File: config.mk
export PLATFORM = sky130hd
export DESIGN_NAME = quad9_shape_function_eval
export DESIGN_NICKNAME = d
export VERILOG_FILES = /design/src/qsf_pkg.sv /design/src/qsf_decode.sv /design/src/qsf_factor.sv /design/src/qsf_round.sv /design/src/quad9_shape_function_eval.sv
export VERILOG_INCLUDE_DIRS = /design/src /design/src/src
export SDC_FILE = /design/constraint.sdc
export NUM_CORES = 2
export LEC_CHECK = 0
export ABC_CLOCK_PERIOD_IN_PS = 7200
export BUFFER_PORTS_ARGS = -buffer_cell sky130_fd_sc_hd__buf_2
export CORE_MARGIN = 5
export CORE_UTILIZATION = 60
export DETAILED_ROUTE_END_ITERATION = 8
export GPL_ROUTABILITY_DRIVEN = 0
export PLACE_DENSITY_LB_ADDON = 0.12
export SYNTH_ARGS = -nofsm -noshare
export SYNTH_HDL_FRONTEND = slang
export SYNTH_HIERARCHICAL = 1
export SYNTH_SLANG_ARGS = --single-unit
File: constraint.sdc
create_clock -name i_clk -period 7.2 [get_ports i_clk]
set_clock_uncertainty 0.15 [all_clocks]
set_input_delay 0.72 -clock i_clk [delete_from_list [all_inputs] [get_ports i_clk]]
set_output_delay 0.72 -clock i_clk [all_outputs]
set_load 0.02 [all_outputs]
File: src/quad9_shape_function_eval_defines.svh
// Assertion macros shared by the shape function evaluator.
`ifndef QUAD9_SHAPE_FUNCTION_EVAL_DEFINES_SVH
`define QUAD9_SHAPE_FUNCTION_EVAL_DEFINES_SVH

`ifndef NO_ASSERTIONS
`define QSF_ASSERT(lbl, clk, rst_n, prop, msg) \
    lbl: assert property (@(posedge clk) disable iff (!rst_n) prop) else $error(msg);
`define QSF_ASSERT_ALWAYS(lbl, clk, prop, msg) \
    lbl: assert property (@(posedge clk) prop) else $error(msg);
`else
`define QSF_ASSERT(lbl, clk, rst_n, prop, msg)
`define QSF_ASSERT_ALWAYS(lbl, clk, prop, msg)
`endif

`endif

File: src/qsf_pkg.sv
`timescale 1ns / 1ps

package qsf_pkg;

    localparam int FRAC_BITS = 14;
    localparam int IN_W      = 16;
    localparam int OUT_W     = FRAC_BITS + 3;

    // Operand a +/- 1.0 must hold both the input range and the scale.
    localparam int OP_W   = ((IN_W > FRAC_BITS + 2) ? IN_W : FRAC_BITS + 2) + 1;
    localparam int DER_W  = OP_W + 1;
    localparam int VAL_W  = 2 * OP_W;
    localparam int MAG_W  = VAL_W - 1;
    localparam int PROD_W = 2 * MAG_W;
    localparam int Q_W    = PROD_W + 1;

    localparam int SH_VAL = 3 * FRAC_BITS + 2;
    localparam int SH_DER = 2 * FRAC_BITS + 2;
    localparam int SH_W   = $clog2(SH_VAL + 1);

    localparam logic [3:0] NODE_MAX = 4'd8;

    localparam logic signed [OP_W-1:0]  S_ONE     = OP_W'(1) << FRAC_BITS;
    localparam logic signed [VAL_W-1:0] S_SQ      = VAL_W'(1) << (2 * FRAC_BITS);
    localparam logic [Q_W-1:0]          SAT_LIMIT = Q_W'(1) << (FRAC_BITS + 1);

    typedef enum logic [1:0] {
        ACT_VALUE   = 2'd0,
        ACT_DXI     = 2'd1,
        ACT_DETA    = 2'd2,
        ACT_INVALID = 2'd3
    } t_action;

    typedef struct packed {
        logic            valid;
        logic            bad;
        logic            neg;
        logic [SH_W-1:0] sh;
    } t_ctrl;

    typedef struct packed {
        logic signed [OP_W-1:0]  a;
        logic signed [OP_W-1:0]  b;
        logic signed [DER_W-1:0] d;
        logic                    center;
        logic                    der;
    } t_axis;

endpackage

File: src/qsf_decode.sv
`timescale 1ns / 1ps

module qsf_decode (
    input  logic                            i_clk,
    input  logic                            i_rst_n,
    input  logic                            i_valid,
    input  logic [1:0]                      i_action,
    input  logic [3:0]                      i_node,
    input  logic signed [qsf_pkg::IN_W-1:0] i_xi,
    input  logic signed [qsf_pkg::IN_W-1:0] i_eta,
    output qsf_pkg::t_ctrl                  o_ctrl,
    output qsf_pkg::t_axis                  o_ax,
    output qsf_pkg::t_axis                  o_ay
);
    import qsf_pkg::*;

    typedef enum logic [1:0] {
        KIND_MINUS  = 2'd0,
        KIND_PLUS   = 2'd1,
        KIND_CENTER = 2'd2
    } t_kind;

    typedef struct packed {
        t_kind      kx;
        t_kind      ky;
        logic [1:0] exp2;
        logic       neg;
    } t_node_desc;

    function automatic t_node_desc node_lookup(input logic [3:0] node);
        t_node_desc nd;
        unique case (node)
            4'd0:    nd = '{KIND_MINUS,  KIND_MINUS,  2'd0, 1'b0};
            4'd1:    nd = '{KIND_CENTER, KIND_MINUS,  2'd1, 1'b1};
            4'd2:    nd = '{KIND_PLUS,   KIND_MINUS,  2'd0, 1'b0};
            4'd3:    nd = '{KIND_PLUS,   KIND_CENTER, 2'd1, 1'b1};
            4'd4:    nd = '{KIND_PLUS,   KIND_PLUS,   2'd0, 1'b0};
            4'd5:    nd = '{KIND_CENTER, KIND_PLUS,   2'd1, 1'b1};
            4'd6:    nd = '{KIND_MINUS,  KIND_PLUS,   2'd0, 1'b0};
            4'd7:    nd = '{KIND_MINUS,  KIND_CENTER, 2'd1, 1'b1};
            4'd8:    nd = '{KIND_CENTER, KIND_CENTER, 2'd2, 1'b0};
            default: nd = '{KIND_CENTER, KIND_CENTER, 2'd0, 1'b0};
        endcase
        return nd;
    endfunction

    // Prepares the two multiplicands of x(x-1), x(x+1) or x*x - 1, and the
    // derivative factor 2x-1, 2x+1 or 2x, all at the input scale.
    function automatic t_axis make_axis(input t_kind kind,
                                        input logic signed [IN_W-1:0] coord,
                                        input logic der);
        t_axis                   ax;
        logic signed [OP_W-1:0]  a;
        logic signed [DER_W-1:0] twice;
        logic signed [DER_W-1:0] one;
        a     = OP_W'(coord);
        twice = {a, 1'b0};
        one   = DER_W'(S_ONE);
        ax.a      = a;
        ax.center = (kind == KIND_CENTER);
        ax.der    = der;
        case (kind)
            KIND_MINUS: begin
                ax.b = a - S_ONE;
                ax.d = twice - one;
            end
            KIND_PLUS: begin
                ax.b = a + S_ONE;
                ax.d = twice + one;
            end
            default: begin
                ax.b = a;
                ax.d = twice;
            end
        endcase
        return ax;
    endfunction

    t_node_desc      desc;
    t_action         act;
    logic            n_bad;
    logic [SH_W-1:0] n_sh;
    t_axis           n_ax;
    t_axis           n_ay;

    logic            r_valid;
    logic            r_bad;
    logic            r_neg;
    logic [SH_W-1:0] r_sh;
    t_axis           r_ax;
    t_axis           r_ay;

    always_comb begin
        desc  = node_lookup(i_node);
        act   = t_action'(i_action);
        n_bad = (act == ACT_INVALID) || (i_node > NODE_MAX);
        n_sh  = ((act == ACT_VALUE) ? SH_W'(SH_VAL) : SH_W'(SH_DER)) - SH_W'(desc.exp2);
        n_ax  = make_axis(desc.kx, i_xi, act == ACT_DXI);
        n_ay  = make_axis(desc.ky, i_eta, act == ACT_DETA);
    end

    always_ff @(posedge i_clk) begin
        if (!i_rst_n) begin
            r_valid <= 1'b0;
        end else begin
            r_valid <= i_valid;
        end
    end

    always_ff @(posedge i_clk) begin
        r_bad <= n_bad;
        r_neg <= desc.neg;
        r_sh  <= n_sh;
        r_ax  <= n_ax;
        r_ay  <= n_ay;
    end

    assign o_ctrl = '{valid: r_valid, bad: r_bad, neg: r_neg, sh: r_sh};
    assign o_ax   = r_ax;
    assign o_ay   = r_ay;

endmodule

File: src/qsf_factor.sv
`timescale 1ns / 1ps

module qsf_factor (
    input  logic                        i_clk,
    input  logic                        i_rst_n,
    input  qsf_pkg::t_ctrl              i_ctrl,
    input  qsf_pkg::t_axis              i_ax,
    input  qsf_pkg::t_axis              i_ay,
    output qsf_pkg::t_ctrl              o_ctrl,
    output logic [qsf_pkg::MAG_W-1:0]   o_mx,
    output logic [qsf_pkg::MAG_W-1:0]   o_my
);
    import qsf_pkg::*;

    function automatic logic signed [VAL_W-1:0] axis_factor(input t_axis ax);
        logic signed [VAL_W-1:0] prod;
        logic signed [VAL_W-1:0] f;
        prod = ax.a * ax.b;
        if (ax.der) begin
            f = VAL_W'(ax.d);
        end else if (ax.center) begin
            f = prod - S_SQ;
        end else begin
            f = prod;
        end
        return f;
    endfunction

    function automatic logic [MAG_W-1:0] magnitude(input logic signed [VAL_W-1:0] v);
        logic signed [VAL_W-1:0] m;
        m = v[VAL_W-1] ? -v : v;
        return m[MAG_W-1:0];
    endfunction

    // Multiply stage.
    logic                    r_valid2;
    t_ctrl                   r_ctrl2;
    logic signed [VAL_W-1:0] r_fx;
    logic signed [VAL_W-1:0] r_fy;

    // Magnitude stage.
    logic                    r_valid3;
    t_ctrl                   r_ctrl3;
    logic [MAG_W-1:0]        r_mx;
    logic [MAG_W-1:0]        r_my;

    always_ff @(posedge i_clk) begin
        if (!i_rst_n) begin
            r_valid2 <= 1'b0;
            r_valid3 <= 1'b0;
        end else begin
            r_valid2 <= i_ctrl.valid;
            r_valid3 <= r_valid2;
        end
    end

    always_ff @(posedge i_clk) begin
        r_ctrl2 <= i_ctrl;
        r_fx    <= axis_factor(i_ax);
        r_fy    <= axis_factor(i_ay);
        // Each negative factor flips the sign carried alongside the magnitudes.
        r_ctrl3 <= '{valid: r_ctrl2.valid,
                     bad:   r_ctrl2.bad,
                     neg:   r_ctrl2.neg ^ r_fx[VAL_W-1] ^ r_fy[VAL_W-1],
                     sh:    r_ctrl2.sh};
        r_mx    <= magnitude(r_fx);
        r_my    <= magnitude(r_fy);
    end

    assign o_ctrl = '{valid: r_valid3, bad: r_ctrl3.bad, neg: r_ctrl3.neg, sh: r_ctrl3.sh};
    assign o_mx   = r_mx;
    assign o_my   = r_my;

endmodule

File: src/qsf_round.sv
`timescale 1ns / 1ps

module qsf_round (
    input  logic                              i_clk,
    input  logic                              i_rst_n,
    input  qsf_pkg::t_ctrl                    i_ctrl,
    input  logic [qsf_pkg::MAG_W-1:0]         i_mx,
    input  logic [qsf_pkg::MAG_W-1:0]         i_my,
    output logic                              o_done,
    output logic signed [qsf_pkg::OUT_W-1:0]  o_result_value,
    output logic                              o_bad_index
);
    import qsf_pkg::*;

    logic [Q_W-1:0]          rnd;
    logic [Q_W-1:0]          biased;
    logic                    sat;
    logic [Q_W-1:0]          clipped;
    logic signed [OUT_W-1:0] mag_out;
    logic signed [OUT_W-1:0] n_result;

    // Product stage.
    logic                    r_valid4;
    t_ctrl                   r_ctrl4;
    logic [PROD_W-1:0]       r_prod;

    // Round and shift stage.
    logic                    r_valid5;
    t_ctrl                   r_ctrl5;
    logic [Q_W-1:0]          r_q;

    // Output stage.
    logic                    r_done;
    logic signed [OUT_W-1:0] r_result;
    logic                    r_bad_out;

    always_comb begin
        // Half an output LSB is added before the shift: ties go away from zero
        // because the sign is applied to the magnitude only afterwards.
        rnd    = Q_W'(1) << (r_ctrl4.sh - SH_W'(1));
        biased = Q_W'(r_prod) + rnd;

        sat      = (r_q > SAT_LIMIT);
        clipped  = sat ? SAT_LIMIT : r_q;
        mag_out  = OUT_W'(clipped);
        if (r_ctrl5.bad) begin
            n_result = '0;
        end else if (r_ctrl5.neg) begin
            n_result = -mag_out;
        end else begin
            n_result = mag_out;
        end
    end

    always_ff @(posedge i_clk) begin
        if (!i_rst_n) begin
            r_valid4 <= 1'b0;
            r_valid5 <= 1'b0;
            r_done   <= 1'b0;
        end else begin
            r_valid4 <= i_ctrl.valid;
            r_valid5 <= r_valid4;
            r_done   <= r_valid5;
        end
    end

    always_ff @(posedge i_clk) begin
        r_ctrl4   <= i_ctrl;
        r_prod    <= i_mx * i_my;
        r_ctrl5   <= r_ctrl4;
        r_q       <= biased >> r_ctrl4.sh;
        r_result  <= n_result;
        r_bad_out <= r_ctrl5.bad;
    end

    assign o_done         = r_done;
    assign o_result_value = r_result;
    assign o_bad_index    = r_bad_out;

endmodule

File: src/quad9_shape_function_eval.sv
// Requests pass decode, multiply, magnitude, product, round and output stages.
// Throughput: one request per cycle; busy is held low, since every stage
// advances on each clock and the result strobe cannot be held off.
// The factor and product multipliers set the depth of each stage.
// Reset (i_rst_n low, synchronous) clears all stage valid bits; data registers
// are not reset.
`timescale 1ns / 1ps
`include "quad9_shape_function_eval_defines.svh"

module quad9_shape_function_eval (
    input  logic                              i_clk,
    input  logic                              i_rst_n,
    input  logic                              start,
    output logic                              busy,
    input  logic [1:0]                        i_action,
    input  logic [3:0]                        i_node,
    input  logic signed [qsf_pkg::IN_W-1:0]   i_xi,
    input  logic signed [qsf_pkg::IN_W-1:0]   i_eta,
    output logic                              o_done,
    output logic signed [qsf_pkg::OUT_W-1:0]  o_result_value,
    output logic                              o_bad_index
);
    import qsf_pkg::*;

    t_ctrl            dec_ctrl;
    t_axis            dec_ax;
    t_axis            dec_ay;
    t_ctrl            fac_ctrl;
    logic [MAG_W-1:0] fac_mx;
    logic [MAG_W-1:0] fac_my;

    assign busy = 1'b0;

    qsf_decode u_decode (
        .i_clk    (i_clk),
        .i_rst_n  (i_rst_n),
        .i_valid  (start & ~busy),
        .i_action (i_action),
        .i_node   (i_node),
        .i_xi     (i_xi),
        .i_eta    (i_eta),
        .o_ctrl   (dec_ctrl),
        .o_ax     (dec_ax),
        .o_ay     (dec_ay)
    );

    qsf_factor u_factor (
        .i_clk   (i_clk),
        .i_rst_n (i_rst_n),
        .i_ctrl  (dec_ctrl),
        .i_ax    (dec_ax),
        .i_ay    (dec_ay),
        .o_ctrl  (fac_ctrl),
        .o_mx    (fac_mx),
        .o_my    (fac_my)
    );

    qsf_round u_round (
        .i_clk          (i_clk),
        .i_rst_n        (i_rst_n),
        .i_ctrl         (fac_ctrl),
        .i_mx           (fac_mx),
        .i_my           (fac_my),
        .o_done         (o_done),
        .o_result_value (o_result_value),
        .o_bad_index    (o_bad_index)
    );

    `QSF_ASSERT(a_latency, i_clk, i_rst_n, (start && !busy) |-> ##6 o_done, "request lost in pipeline")
    `QSF_ASSERT(a_no_phantom, i_clk, i_rst_n, o_done |-> $past(start, 6), "result without request")
    `QSF_ASSERT(a_bad_flag, i_clk, i_rst_n, o_done |-> (o_bad_index == $past((i_action == ACT_INVALID) || (i_node > NODE_MAX), 6)), "error flag does not match request")
    `QSF_ASSERT_ALWAYS(a_bad_zero, i_clk, (o_done && o_bad_index) |-> (o_result_value == '0), "error result not zero")
    `QSF_ASSERT_ALWAYS(a_range, i_clk, o_done |-> ((o_result_value <= $signed(OUT_W'(SAT_LIMIT))) && (o_result_value >= -$signed(OUT_W'(SAT_LIMIT)))), "result outside saturation range")

endmodule

==> flow_metrics.tcl <==
set metrics [dict create \
    row_count 133 \
    wirelength_um 220000 \
    start_util 0.603 \
    hold_path.class "input port to flip-flop" \
    cap_violations 0 \
    synth_top_cells_by_area "fa_1, dfxtp_1, inv_1" \
    seq_area_frac_synth 0.0945 \
    antenna_found_initial 10 \
    hold_viol 0 \
    drive_gt1_frac 0.133 \
    dieHeight_um 373 \
    final-seq-area_um2 7580 \
    critical_path_arrival_ns 8.16 \
    antenna_left 0 \
    cp-end-kind "flip-flop" \
    clock_sinks 373 \
    min_period_ns 7.70 \
    viasPerCell 5.75 \
    numCtsBuffers 47 \
    pre_cts_ws_ns -0.699 \
    fill_cells 10631 \
    grt_max_degree 55 \
    cp_slowest_cell "fa_1" \
    critPathMaxStageDelay_ns 0.53 \
    worstHoldPathCells 1 \
    timing.fmax_mhz 130 \
    clockBufferDepth 3 \
    setup_viol_count_final 27 \
    yosys_warnings 6 \
    r2r-end "u_round/r_prod[44]" \
    coreArea_um2 131000 \
    syn_avg_cell_area_um2 8.82 \
    whs_endpoint "u_decode/o_ax[30]" \
    r2r_slack_ns -0.50 \
    insertion_delay_ns 0.67 \
    max_slew_margin 0.206 \
    cts_root_buffer "clkbuf_16" \
    track_usage 0.317 \
    synth_ff_type "dfxtp_1" \
    busiest_layer "met2" \
    status "complete, but fails checks" \
    synth_seq_cells 373 \
    grt_pass1_wl_um 357000 \
    io_pins 61 \
    die-area_um2 139000 \
    slew_violations 0 \
    finalCritPeriodShare 1.07 \
    cts_tree "built" \
    ys_async_sr_fraction 0 \
    crit_fanout 5 \
    multi_input_area_um2 63800 \
    synth-edff-count 0 \
    wl_per_cell_um 20.0 \
    synth_top_cell_by_area "fa_1" \
    grt_pass1_vias 67102 \
    synthesis.area_um2 79000 \
    area_growth_syn_to_layout_pct 12.0 \
    num-nets-final 11324 \
    gr-usage-met2 0.519 \
    tightest_slew_ns 1.18 \
    design_area_um2 88500 \
    grt_use_met1 0.414 \
    grt-ovfl-total 0 \
    htreeDepth 2 \
    rsz0062_at_grt "yes" \
    hp-start "i_xi[10]" \
    crit_required_ns 7.66 \
    port_buffers 59 \
    start_kind "flip-flop" \
    remaining_drc_errors 11 \
    use_met3 0.0603 \
    clk_pin_slew_worst_paths_ns 0.07 \
    die_x_um 373 \
    dr.first_iter.drc_count 5204 \
    vias 63278 \
    r2r-start "u_factor/o_mx[17]" \
    dp_hpwl_um 181000 \
    drtPass1Iterations 9 \
    synth_top_area_frac 0.395 \
    ys_types 120 \
    violations "DRC, setup timing" \
    r2r_cells 29 \
    syn-instance-count 8964 \
    critPathLaunch "u_factor/o_mx[17]" \
    setup_ws_ns -0.499 \
    cpMostUsedCell "fa_1" \
    crit_type "flip-flop to flip-flop" \
    dpl-instance-area_um2 84900 \
]
==> how the worst max path moves through the flow <==
stage	to	slack, ns	depth (start not counted)
after global routing	u_round/r_prod[60]	-0.70	31
after CTS	u_round/r_prod[64]	-0.43	29
after detailed placement	u_round/r_prod[61]	-0.70	25
after floorplan	u_round/r_prod[63]	0.0008	29
final	u_round/r_prod[44]	-0.50	29
after global placement	u_round/r_prod[60]	-0.69	29
==> cell usage in the layout, fill, tap and decap left out, types with 84 or more instances in the layout <==
| master | n |
|---|---|
| dfxtp_1 | 322 |
| inv_1 | 1727 |
| nor2_1 | 262 |
| a21o_1 | 100 |
| nand2_1 | 1095 |
| xnor2_1 | 167 |
| buf_12 | 84 |
| and2_1 | 840 |
| buf_4 | 493 |
| ha_1 | 486 |
| fa_1 | 1536 |
| a21oi_1 | 255 |
| nor3_1 | 112 |
| o21ai_0 | 188 |
==> logic make-up after synthesis <==
kind of cell | share of synthesized area
adder cells (fa/ha/maj) | 0.475
AO/OA/AOI/OAI | 0.0942
multiplexers | 0.0220
buffers and inverters | 0.113
AND/OR/NAND/NOR | 0.173
XOR/XNOR | 0.0282
flip-flops | 0.0945
other | 0.000142
==> synthesized netlist by cell type, types with 32 or more instances <==
library cell	count
buf_4	69
nor2_1	272
nand3_1	73
o211ai_1	32
nor4_1	43
clkbuf_1	389
xnor2_1	175
a21oi_1	284
xor2_1	77
and2_1	878
fa_1	1558
dfxtp_1	373
o21a_1	44
nand4_1	66
nor3_1	116
a211oi_1	61
nand2_1	1100
o31ai_1	37
o21ai_0	205
mux2i_1	79
nand2b_1	46
a21o_1	100
a31oi_1	35
ha_1	508
inv_1	1776
==> stage by stage <==
stage	util	std cells	TNS [ns]	hold WS, ns
4_1_cts	0.668	10990	-4.76	0.0136
3_5_place_dp	0.648	10863	-13.86	0.162
3_3_place_gp	0.648	10863	-13.36	0.161
2_1_floorplan	-	8965	0	0.160
5_1_grt	0.675	11010	-13.08	0.0264
6_report	0.675	11013	-6.96	0.0525
==> routing by layer <==
layer,part of all wire,vias to the layer above
met4,0.053,4
met3,0.085,671
li1,-,28187
met5,0.000082,-
met2,0.47,2703
met1,0.40,31713
==> state kept, by name (all words and copies together) (netlist names), 17 cells and up <==
name and cells:
u_round/r_q 67, u_round/r_prod 66, u_factor/r_fx 34, u_factor/r_fy 34, u_factor/o_mx 33, u_factor/o_my 33
u_decode/o_ax 25, u_decode/o_ay 25, u_round/o_result_value 17
==> layout make-up <==
class | count | area share
diodes | 3 | 0.0000848
flip-flops and latches | 373 | 0.0856
well taps | 1755 | 0.0248
multi-input cells | 6304 | 0.721
inverters | 1780 | 0.0756
clock inverters | 33 | 0.00510
repair buffers | 711 | 0.0742
clock buffers | 54 | 0.0138
==> critical path, delay by kind of cell (launching register included) <==
| family | cells | cell delay (ns) |
|---|---|---|
| fa+ha+maj | 9 | 4.21 |
| compound gates | 10 | 1.74 |
| buf+inv | 7 | 0.65 |
| flops | 1 | 0.39 |
| simple gates | 2 | 0.36 |
| xor+xnor | 1 | 0.13 |
==> what timing repair did <==
item                                    in CTS  in global routing
hold buffers                                 6                  0
setup buffers                               40                 21
hold endpoints to repair                     6                  0
gates cloned                                 0                  3
pin swaps                                  120                112
endpoints found under the setup margin      38                 47
resized for setup                          213                189
Power is left out: the tool's default activity adds up to more than one toggle a clock period on the data nets, which glitch-free logic cannot reach.
